==> src/rtl/fpba_pkg.sv <==
// ----------------------------------------------------------------------------
// fpba_pkg
// Shared types and constants for the fit policy block allocator: channel
// payloads, the scan token that walks the cell row, fit codes and states.
// ----------------------------------------------------------------------------
package fpba_pkg;

   // Defaults for the top-level parameters
   localparam int MAX_BLOCKS_DEF = 16;
   localparam int SIZE_BITS_DEF  = 16;

   // Fixed field widths of the channels and registers
   localparam int FIELD_SIZE_W  = 16;
   localparam int FIELD_INDEX_W = 4;
   localparam int FIELD_NUM_W   = 4;
   localparam int MODE_W        = 2;
   localparam int COUNT_W       = 5;

   // Fit policy codes (any other code acts as first fit)
   localparam logic [MODE_W-1:0] FIT_FIRST = 2'd0;
   localparam logic [MODE_W-1:0] FIT_BEST  = 2'd1;
   localparam logic [MODE_W-1:0] FIT_WORST = 2'd2;

   // Item function codes
   localparam logic FUNC_LOAD  = 1'b0;
   localparam logic FUNC_ALLOC = 1'b1;

   typedef struct packed {
      logic                     func;
      logic [FIELD_INDEX_W-1:0] block_index;
      logic [FIELD_SIZE_W-1:0]  block_size;
      logic [FIELD_SIZE_W-1:0]  request_size;
      logic                     new_run;
   } req_type;

   typedef struct packed {
      logic                   granted;
      logic [FIELD_NUM_W-1:0] block_number;
   } rsp_type;

   // Scan token handed from cell to cell
   typedef struct packed {
      logic                    valid;
      logic                    new_run;
      logic [MODE_W-1:0]       fit_mode;
      logic [COUNT_W-1:0]      block_count;
      logic [FIELD_SIZE_W-1:0] request_size;
      logic                    found;
   } scan_ctl_type;

   typedef enum logic [1:0] {
      ST_IDLE,
      ST_SCAN,
      ST_COMMIT
   } state_type;

endpackage

==> src/rtl/fpba_cell.sv <==
// ----------------------------------------------------------------------------
// fpba_cell
// One table entry: holds a block size and its used mark, checks the passing
// scan token against the entry and hands the updated token to the next cell.
// ----------------------------------------------------------------------------
module fpba_cell
   import fpba_pkg::*;
#(
   parameter int MAX_BLOCKS = MAX_BLOCKS_DEF,
   parameter int SIZE_BITS  = SIZE_BITS_DEF,
   parameter int CELL_INDEX = 0
) (
   input  logic                          clock,
   input  logic                          reset,
   // token from the previous cell
   input  scan_ctl_type                  ctl_i,
   input  logic [$clog2(MAX_BLOCKS)-1:0] pick_i,
   input  logic [SIZE_BITS-1:0]          pick_size_i,
   // token to the next cell
   output scan_ctl_type                  ctl_o,
   output logic [$clog2(MAX_BLOCKS)-1:0] pick_o,
   output logic [SIZE_BITS-1:0]          pick_size_o,
   // load write
   input  logic                          wr_en,
   input  logic [FIELD_INDEX_W-1:0]      wr_index,
   input  logic [SIZE_BITS-1:0]          wr_size,
   // mark the granted block
   input  logic                          set_en,
   input  logic [$clog2(MAX_BLOCKS)-1:0] set_index
);

   localparam int IDX_W = $clog2(MAX_BLOCKS);
   localparam int CW    = (IDX_W + 1 > COUNT_W) ? IDX_W + 1 : COUNT_W;
   localparam int WW    = (IDX_W > FIELD_INDEX_W) ? IDX_W : FIELD_INDEX_W;
   localparam int SW    = (SIZE_BITS > FIELD_SIZE_W) ? SIZE_BITS : FIELD_SIZE_W;

   logic [SIZE_BITS-1:0] size_ff;
   logic [SIZE_BITS-1:0] size_in;
   logic                 used_ff;
   logic                 used_in;
   scan_ctl_type         ctl_ff;
   scan_ctl_type         ctl_in;
   logic [IDX_W-1:0]     pick_ff;
   logic [IDX_W-1:0]     pick_in;
   logic [SIZE_BITS-1:0] pick_size_ff;
   logic [SIZE_BITS-1:0] pick_size_in;

   logic in_range;
   logic free_now;
   logic fits;
   logic candidate;
   logic take;
   logic wr_hit;
   logic set_hit;

   // Evaluate this entry against the token
   always_comb begin
      in_range  = CW'(ctl_i.block_count) > CW'(CELL_INDEX);
      free_now  = !used_ff || ctl_i.new_run;
      fits      = SW'(size_ff) >= SW'(ctl_i.request_size);
      candidate = ctl_i.valid && in_range && free_now && fits;
      take      = candidate && (!ctl_i.found ||
                  (ctl_i.fit_mode == FIT_BEST  && size_ff < pick_size_i) ||
                  (ctl_i.fit_mode == FIT_WORST && size_ff > pick_size_i));
      wr_hit    = wr_en && (WW'(wr_index) == WW'(CELL_INDEX));
      set_hit   = set_en && (set_index == IDX_W'(CELL_INDEX));
   end

   // Next token and entry state
   always_comb begin
      ctl_in       = ctl_i;
      ctl_in.found = ctl_i.found || candidate;
      pick_in      = take ? IDX_W'(CELL_INDEX) : pick_i;
      pick_size_in = take ? size_ff : pick_size_i;
      size_in      = wr_hit ? wr_size : size_ff;
      if (wr_hit) begin
         used_in = 1'b0;
      end else if (set_hit) begin
         used_in = 1'b1;
      end else if (ctl_i.valid && ctl_i.new_run) begin
         used_in = 1'b0;
      end else begin
         used_in = used_ff;
      end
   end

   // Hold the entry and advance the token
   always_ff @(posedge clock) begin
      if (reset) begin
         used_ff <= 1'b0;
         ctl_ff  <= '0;
      end else begin
         used_ff <= used_in;
         ctl_ff  <= ctl_in;
      end
      size_ff      <= size_in;
      pick_ff      <= pick_in;
      pick_size_ff <= pick_size_in;
   end

   assign ctl_o       = ctl_ff;
   assign pick_o      = pick_ff;
   assign pick_size_o = pick_size_ff;

endmodule

==> src/rtl/fit_policy_block_allocator.sv <==
// ----------------------------------------------------------------------------
// fit_policy_block_allocator
// Fixed-block allocator with first, best and worst fit over a row of cells.
// ----------------------------------------------------------------------------
// A load beat writes one block size and frees that block; its result beat
// (granted 0) is ready in the cycle after the load is taken. An allocation
// beat launches a scan token into a row of MAX_BLOCKS cells, one cell per
// table entry; the token moves one cell per cycle and carries the best pick
// so far, and the commit state then marks the chosen block used once the
// result register is free. The next beat is taken no sooner than the edge
// at which the pending result beat is taken, so a stalled result stalls
// the input. Only one item is in work at a time. Registers: fit_mode at
// byte address 0, block_count at byte address 4.
// ----------------------------------------------------------------------------
module fit_policy_block_allocator
   import fpba_pkg::*;
#(
   parameter int MAX_BLOCKS = MAX_BLOCKS_DEF,
   parameter int SIZE_BITS  = SIZE_BITS_DEF
) (
   input  logic        clock,
   input  logic        reset,
   // request channel
   input  logic        req_valid,
   output logic        req_ready,
   input  req_type     req_data,
   // response channel
   output logic        rsp_valid,
   input  logic        rsp_ready,
   output rsp_type     rsp_data,
   // register port
   input  logic        psel,
   input  logic        penable,
   input  logic        pwrite,
   input  logic [2:0]  paddr,
   input  logic [31:0] pwdata,
   output logic [31:0] prdata,
   output logic        pready
);

   localparam int IDX_W = $clog2(MAX_BLOCKS);

   localparam logic CSR_FIT_MODE    = 1'b0;
   localparam logic CSR_BLOCK_COUNT = 1'b1;

   // Register file
   logic [MODE_W-1:0]  fit_mode_ff;
   logic [MODE_W-1:0]  fit_mode_in;
   logic [COUNT_W-1:0] block_count_ff;
   logic [COUNT_W-1:0] block_count_in;
   logic               csr_write;

   assign pready    = 1'b1;
   assign csr_write = psel && penable && pwrite;

   always_comb begin
      fit_mode_in    = fit_mode_ff;
      block_count_in = block_count_ff;
      if (csr_write) begin
         case (paddr[2])
            CSR_FIT_MODE:    fit_mode_in    = pwdata[MODE_W-1:0];
            CSR_BLOCK_COUNT: block_count_in = pwdata[COUNT_W-1:0];
            default:         fit_mode_in    = fit_mode_ff;
         endcase
      end
      case (paddr[2])
         CSR_FIT_MODE:    prdata = 32'(fit_mode_ff);
         CSR_BLOCK_COUNT: prdata = 32'(block_count_ff);
         default:         prdata = '0;
      endcase
   end

   always_ff @(posedge clock) begin
      if (reset) begin
         fit_mode_ff    <= FIT_FIRST;
         block_count_ff <= COUNT_W'(16);
      end else begin
         fit_mode_ff    <= fit_mode_in;
         block_count_ff <= block_count_in;
      end
   end

   // Cell row
   scan_ctl_type         ctl_w       [MAX_BLOCKS+1];
   logic [IDX_W-1:0]     pick_w      [MAX_BLOCKS+1];
   logic [SIZE_BITS-1:0] pick_size_w [MAX_BLOCKS+1];
   logic [MAX_BLOCKS:0]  token_at;

   logic                 req_fire;
   logic                 wr_en;
   logic                 set_en;

   assign req_fire = req_valid && req_ready;
   assign wr_en    = req_fire && (req_data.func == FUNC_LOAD);

   // Launch the token at the head of the row
   always_comb begin
      ctl_w[0].valid        = req_fire && (req_data.func == FUNC_ALLOC);
      ctl_w[0].new_run      = req_data.new_run;
      ctl_w[0].fit_mode     = fit_mode_ff;
      ctl_w[0].block_count  = block_count_ff;
      ctl_w[0].request_size = req_data.request_size;
      ctl_w[0].found        = 1'b0;
      pick_w[0]             = '0;
      pick_size_w[0]        = '0;
   end

   logic [IDX_W-1:0] pick_ff;
   logic [IDX_W-1:0] pick_in;
   logic             found_ff;
   logic             found_in;

   genvar g;
   generate
      for (g = 0; g < MAX_BLOCKS; g++) begin : g_cell
         fpba_cell #(
            .MAX_BLOCKS (MAX_BLOCKS),
            .SIZE_BITS  (SIZE_BITS),
            .CELL_INDEX (g)
         ) u_cell (
            .clock       (clock),
            .reset       (reset),
            .ctl_i       (ctl_w[g]),
            .pick_i      (pick_w[g]),
            .pick_size_i (pick_size_w[g]),
            .ctl_o       (ctl_w[g+1]),
            .pick_o      (pick_w[g+1]),
            .pick_size_o (pick_size_w[g+1]),
            .wr_en       (wr_en),
            .wr_index    (req_data.block_index),
            .wr_size     (SIZE_BITS'(req_data.block_size)),
            .set_en      (set_en),
            .set_index   (pick_ff)
         );
      end
      for (g = 0; g <= MAX_BLOCKS; g++) begin : g_tok
         assign token_at[g] = ctl_w[g].valid;
      end
   endgenerate

   // Sequencer and response register
   state_type state_ff;
   state_type state_in;
   logic      rsp_valid_ff;
   logic      rsp_valid_in;
   rsp_type   rsp_data_ff;
   rsp_type   rsp_data_in;
   logic      out_free;
   logic      rsp_load;

   assign out_free = !rsp_valid_ff || rsp_ready;

   always_comb begin
      state_in    = state_ff;
      req_ready   = 1'b0;
      set_en      = 1'b0;
      rsp_load    = 1'b0;
      rsp_data_in = rsp_data_ff;
      found_in    = found_ff;
      pick_in     = pick_ff;
      case (state_ff)
         ST_IDLE: begin
            req_ready = out_free;
            if (req_fire) begin
               if (req_data.func == FUNC_LOAD) begin
                  rsp_load    = 1'b1;
                  rsp_data_in = '0;
               end else begin
                  state_in = ST_SCAN;
               end
            end
         end
         ST_SCAN: begin
            // capture the pick as the token leaves the last cell
            if (ctl_w[MAX_BLOCKS].valid) begin
               found_in = ctl_w[MAX_BLOCKS].found;
               pick_in  = pick_w[MAX_BLOCKS];
               state_in = ST_COMMIT;
            end
         end
         ST_COMMIT: begin
            if (out_free) begin
               set_en                   = found_ff;
               rsp_load                 = 1'b1;
               rsp_data_in.granted      = found_ff;
               rsp_data_in.block_number = found_ff ? FIELD_NUM_W'(pick_ff) : '0;
               state_in                 = ST_IDLE;
            end
         end
         default: begin
            state_in = ST_IDLE;
         end
      endcase
      if (rsp_load) begin
         rsp_valid_in = 1'b1;
      end else if (rsp_ready) begin
         rsp_valid_in = 1'b0;
      end else begin
         rsp_valid_in = rsp_valid_ff;
      end
   end

   always_ff @(posedge clock) begin
      if (reset) begin
         state_ff     <= ST_IDLE;
         rsp_valid_ff <= 1'b0;
      end else begin
         state_ff     <= state_in;
         rsp_valid_ff <= rsp_valid_in;
      end
      rsp_data_ff <= rsp_data_in;
      found_ff    <= found_in;
      pick_ff     <= pick_in;
   end

   assign rsp_valid = rsp_valid_ff;
   assign rsp_data  = rsp_data_ff;

   // Checks
   a_one_token : assert property (@(posedge clock) disable iff (reset)
      $onehot0(token_at))
      else $error("more than one scan token in the cell row");

   a_tail_in_scan : assert property (@(posedge clock) disable iff (reset)
      ctl_w[MAX_BLOCKS].valid |-> state_ff == ST_SCAN)
      else $error("scan token left the row outside the scan state");

   a_no_launch_busy : assert property (@(posedge clock) disable iff (reset)
      (state_ff != ST_IDLE) |-> !ctl_w[0].valid && !wr_en)
      else $error("item taken while an allocation is in work");

   a_commit_to_rsp : assert property (@(posedge clock) disable iff (reset)
      (state_ff == ST_COMMIT && out_free) |=> rsp_valid_ff
         && rsp_data_ff.granted == $past(found_ff))
      else $error("commit did not produce its response");

   a_nogrant_zero : assert property (@(posedge clock) disable iff (reset)
      (rsp_valid_ff && !rsp_data_ff.granted) |-> rsp_data_ff.block_number == '0)
      else $error("block number set on a response without grant");

endmodule

==> config.mk <==
export PLATFORM = sky130hd
export DESIGN_NAME = fit_policy_block_allocator
export DESIGN_NICKNAME = d
export VERILOG_FILES = /design/src/rtl/fpba_pkg.sv /design/src/rtl/fpba_cell.sv /design/src/rtl/fit_policy_block_allocator.sv
export SDC_FILE = /design/constraint.sdc
export NUM_CORES = 2
export LEC_CHECK = 0
export CORE_MARGIN = 5
export CORE_UTILIZATION = 50
export CTS_CLUSTER_DIAMETER = 200
export CTS_CLUSTER_SIZE = 8
export DETAILED_ROUTE_END_ITERATION = 8
export DONT_BUFFER_PORTS = 1
export GPL_TIMING_DRIVEN = 0
export SETUP_SLACK_MARGIN = 0.1
export SLEW_MARGIN = 0
export SYNTH_ARGS = -nofsm -noshare
export SYNTH_HDL_FRONTEND = slang
export SYNTH_SLANG_ARGS = --single-unit
==> constraint.sdc <==
create_clock -name clock -period 3.6 [get_ports clock]
set_input_delay 0.36 -clock clock [delete_from_list [all_inputs] [get_ports clock]]
set_output_delay 0.36 -clock clock [all_outputs]
set_load 0.01 [all_outputs]
==> results.md <==
* Hold Crit Depth at 2
* Post-DP HPWL at 75,090 µm
* CP Max Fanout at 10
* Reg-to-Reg End: g_cell[3].u_cell.pick_size_o[10]
* Vias at 26,470
* Sequential area share after synthesis at 53.58%
* Number of global-route vias before repair at 27,410
* RSZ-0062 raised after global routing: false
* DRC Markers at 0
* Avg Cell Area, Syn at 11.08 µm²
* Leakage at 18.75 nW
* Core area at 81,850 µm²
* Max Slew Vio Count at 0
* FMAX at 0.3046 GHz
* Hold Crit Class: primary input to flop
* Fraction of registers with async set/reset at 0%
* Commonest non-fill, non-tap cell in the layout: dfxtp_1
* Die Wd at 297.0 µm
* Longest Clk Path Bufs at 3
* Later-pin clock latency in the skew report at 720 ps
* Syn-to-layout area delta at 16.09%
* Synth Flop Type: dfxtp_1
* MaxCap Viol Count at 0
* Synth warn at 0
* Critical path capture point type: flop
* Htree depth at 4
* Period utilization at 91.19%
* GPL Wtd Cong at 0.8616
* Hold Startpoint: reset
* Largest net degree at the start of global routing at 18
* Port-buffer cells at 0
* Outcome: completed
* DRT Pass-1 Iters at 6
* Worst slack, placed at 464.0 ps
* R2R cell count at 8
* Number of flops mapped to enable cells by yosys at 266
* R2R Path Start: g_cell[3].u_cell.size_ff[14]
* Final hold vios at 0
* Critical path class: flop to flop
* Max_slew headroom at 17.78%
* Seq cells post-synth at 969
* Final Worst Setup Slack at 317.2 ps
* # rows at 105
* Total CTS buffers at 139
* Total gr overflow at 0
* Initial antenna violation count at 2
* First-pass GRT wire length at 154,900 µm
* Hold WS at 58.09 ps
* Die Y at 297.0 µm
* Drt total wl at 102,000 µm
* Period minus WS final at 3283 ps
* TritonCTS clock tree: built
* Setup Fix Bufs, Post-CTS at 0
* Avg Vias per Cell at 5.153
* R2R setup slack at 320 ps
* Clock root buffer: clkbuf_16
* CTS clock-pin slew for the worst setup and hold paths at 50 ps
* CTS Sinks at 969
* Most frequent cells in the layout: 703 x dfxtp_1, 532 x inv_1, 496 x ha_1
* Power Density at 511.7 nW/µm²
* Worst setup SP type: flop
* Post-route ant nets at 0
* Setup-failing EPs final at 0
* Die area at 88,180 µm²
* Yosys cell types at 63
* # fillers at 6,969
* Cell area after synthesis at 41,170 µm²
* DR iter-0 viols at 1,269
* Ports at 120
* # nets final at 4,539
* Layout cells sized above 1 at 12.97%
* Gr usage total at 22.84%
* Clock skew at 24.87 ps
* Initial Util at 50.30%
* Worst-case vdd ir drop at 0.5006 mV
* Avg WL per Cell at 19.86 µm
* Cell count after synthesis at 3,717
* WHS Endpoint: g_cell[6].u_cell.ctl_o[18]
* Slew at the pin with the worst max-slew slack at 1233 ps
* CP arrival at 3880 ps
* Required time of the worst setup path at 4200 ps
==> metrics by stage <==
step / TNS [ps] / total power, W / area, µm² / instances / util, %
global placement: -43480 / 0.01239 / 42610 / 4813 / 52.06
detailed placement: 0 / 0.01241 / 42900 / 4828 / 52.42
floorplan: 0 / 0.01216 / 41270 / 3743 / -
finish: 0 / 0.02446 / 47800 / 5136 / 58.40
CTS: 0 / 0.02473 / 47790 / 5134 / 58.39
global route: 0 / 0.02535 / 47790 / 5134 / 58.39
==> layer usage <==
metal | vias up | wire length [µm] | share of wire [%] | track usage, %
li1 | 13250 | - | - | -
met3 | 182 | 3928 | 3.9 | 3.725
met2 | 457 | 51220 | 50 | 40.91
met1 | 12580 | 43850 | 43 | 28.04
met4 | 0 | 2993 | 2.9 | 7.863
met5 | - | 0 | 0 | 0
==> cell usage after synthesis (all sizes together) (4+ instances only) <==
| cell | count | area share [%] |
|---|---|---|
| o21ai | 74 | 0.90 |
| dfxtp | 703 | 34 |
| a211oi | 19 | 0.35 |
| or4 | 14 | 0.26 |
| mux2i | 18 | 0.44 |
| a32oi | 4 | 0.085 |
| o221ai | 5 | 0.11 |
| nand4 | 85 | 1.3 |
| nand2b | 20 | 0.30 |
| a21o | 40 | 0.73 |
| and3 | 6 | 0.091 |
| a2111oi | 19 | 0.40 |
| a311oi | 4 | 0.085 |
| nor4b | 4 | 0.085 |
| nor2b | 174 | 2.6 |
| a221oi | 6 | 0.13 |
| or2 | 26 | 0.40 |
| o31ai | 9 | 0.16 |
| and2 | 19 | 0.29 |
| mux2 | 227 | 6.5 |
| edfxtp | 266 | 19 |
| o21a | 4 | 0.073 |
| nor3 | 47 | 0.58 |
| nand3 | 60 | 0.74 |
| a21oi | 196 | 2.4 |
| clkbuf | 46 | 0.42 |
| a221o | 7 | 0.17 |
| nand2 | 101 | 0.94 |
| a22oi | 12 | 0.22 |
| a211o | 11 | 0.23 |
| o211ai | 25 | 0.49 |
| nor4 | 12 | 0.18 |
| buf | 50 | 0.88 |
| ha | 496 | 15 |
| a31o | 9 | 0.19 |
| inv | 532 | 4.9 |
| nor3b | 6 | 0.11 |
| nor2 | 333 | 3.1 |
| a31oi | 6 | 0.091 |
==> worst max-delay path by stage <==
stage,from,end,slack [ps],cells after the start
3_5_place_dp,g_cell[3].u_cell.size_ff[14],g_cell[3].u_cell.pick_size_o[10],460,8
6_report,g_cell[3].u_cell.size_ff[14],g_cell[3].u_cell.pick_size_o[10],320,8
3_3_place_gp,rsp_valid,g_cell[0].u_cell.size_ff[5],-710,5
5_1_grt,g_cell[0].u_cell.size_ff[9],g_cell[0].u_cell.pick_size_o[12],180,9
4_1_cts,rsp_valid,g_cell[0].u_cell.size_ff[14],210,6
2_1_floorplan,rsp_valid,g_cell[0].u_cell.size_ff[0],480,5
==> flip-flops by register name, summed over array words and instances, names as in the netlist, 2 cells and up <==
signal                     cells
g_cell.u_cell.pick_o          49
pick_ff                        4
g_cell.u_cell.pick_size_o    240
g_cell.u_cell.size_ff        256
rsp_data                       5
g_cell.u_cell.ctl_o          388
block_count_ff                 5
fit_mode_ff                    2
g_cell.u_cell.used_ff         16
state_ff                       2
==> kinds of logic after synthesis <==
kind of cell	count (synthesis)	share of synthesized area [%]
adder cells (fa/ha/maj)	496	15.07
AO/OA/AOI/OAI	463	7.081
other	2	0.01824
flip-flops	969	53.58
AND/OR/NAND/NOR	914	11.16
buffers and inverters	628	6.151
multiplexers	245	6.929
==> critical path, cell delays in order, from the launching register on <==
cell and delay, ps:
edfxtp_1 430, ha_1 340, nand4_1 210, a2111oi_0 840, nor3_2 110, mux2i_1 160, nor2_2 490, buf_6 260
mux2_4 320
==> final cells by class <==
class | instances | area, µm² | share of cell area, %
clock inverters | 12 | 180.2 | 0.3770
well taps | 1070 | 1339 | 2.801
repair buffers | 79 | 1045 | 2.186
clock buffers | 230 | 3905 | 8.170
inverters | 532 | 1997 | 4.178
multi-input cells | 2146 | 16730 | 35.00
diodes | 2 | 5.005 | 0.01047
flip-flops and latches | 969 | 22060 | 46.16
plain buffers | 96 | 535.5 | 1.120
==> where the power goes <==
part           leakage [nW]  internal, W  switching (W)  total, W
logic                  8.71     0.000367       0.000553  0.000920
clock network          1.95      0.00738        0.00469    0.0121
registers              8.09       0.0114      0.0000912    0.0115
==> repair_timing <==
| item | 4_1_cts | 5_1_grt |
|---|---|---|
| endpoints found under the hold margin | 311 | 0 |
| setup endpoints to repair | 0 | 6 |
| resized for setup | 0 | 1 |
| hold buffers | 64 | 0 |
No activity file was read; power rests on OpenSTA's default activity.
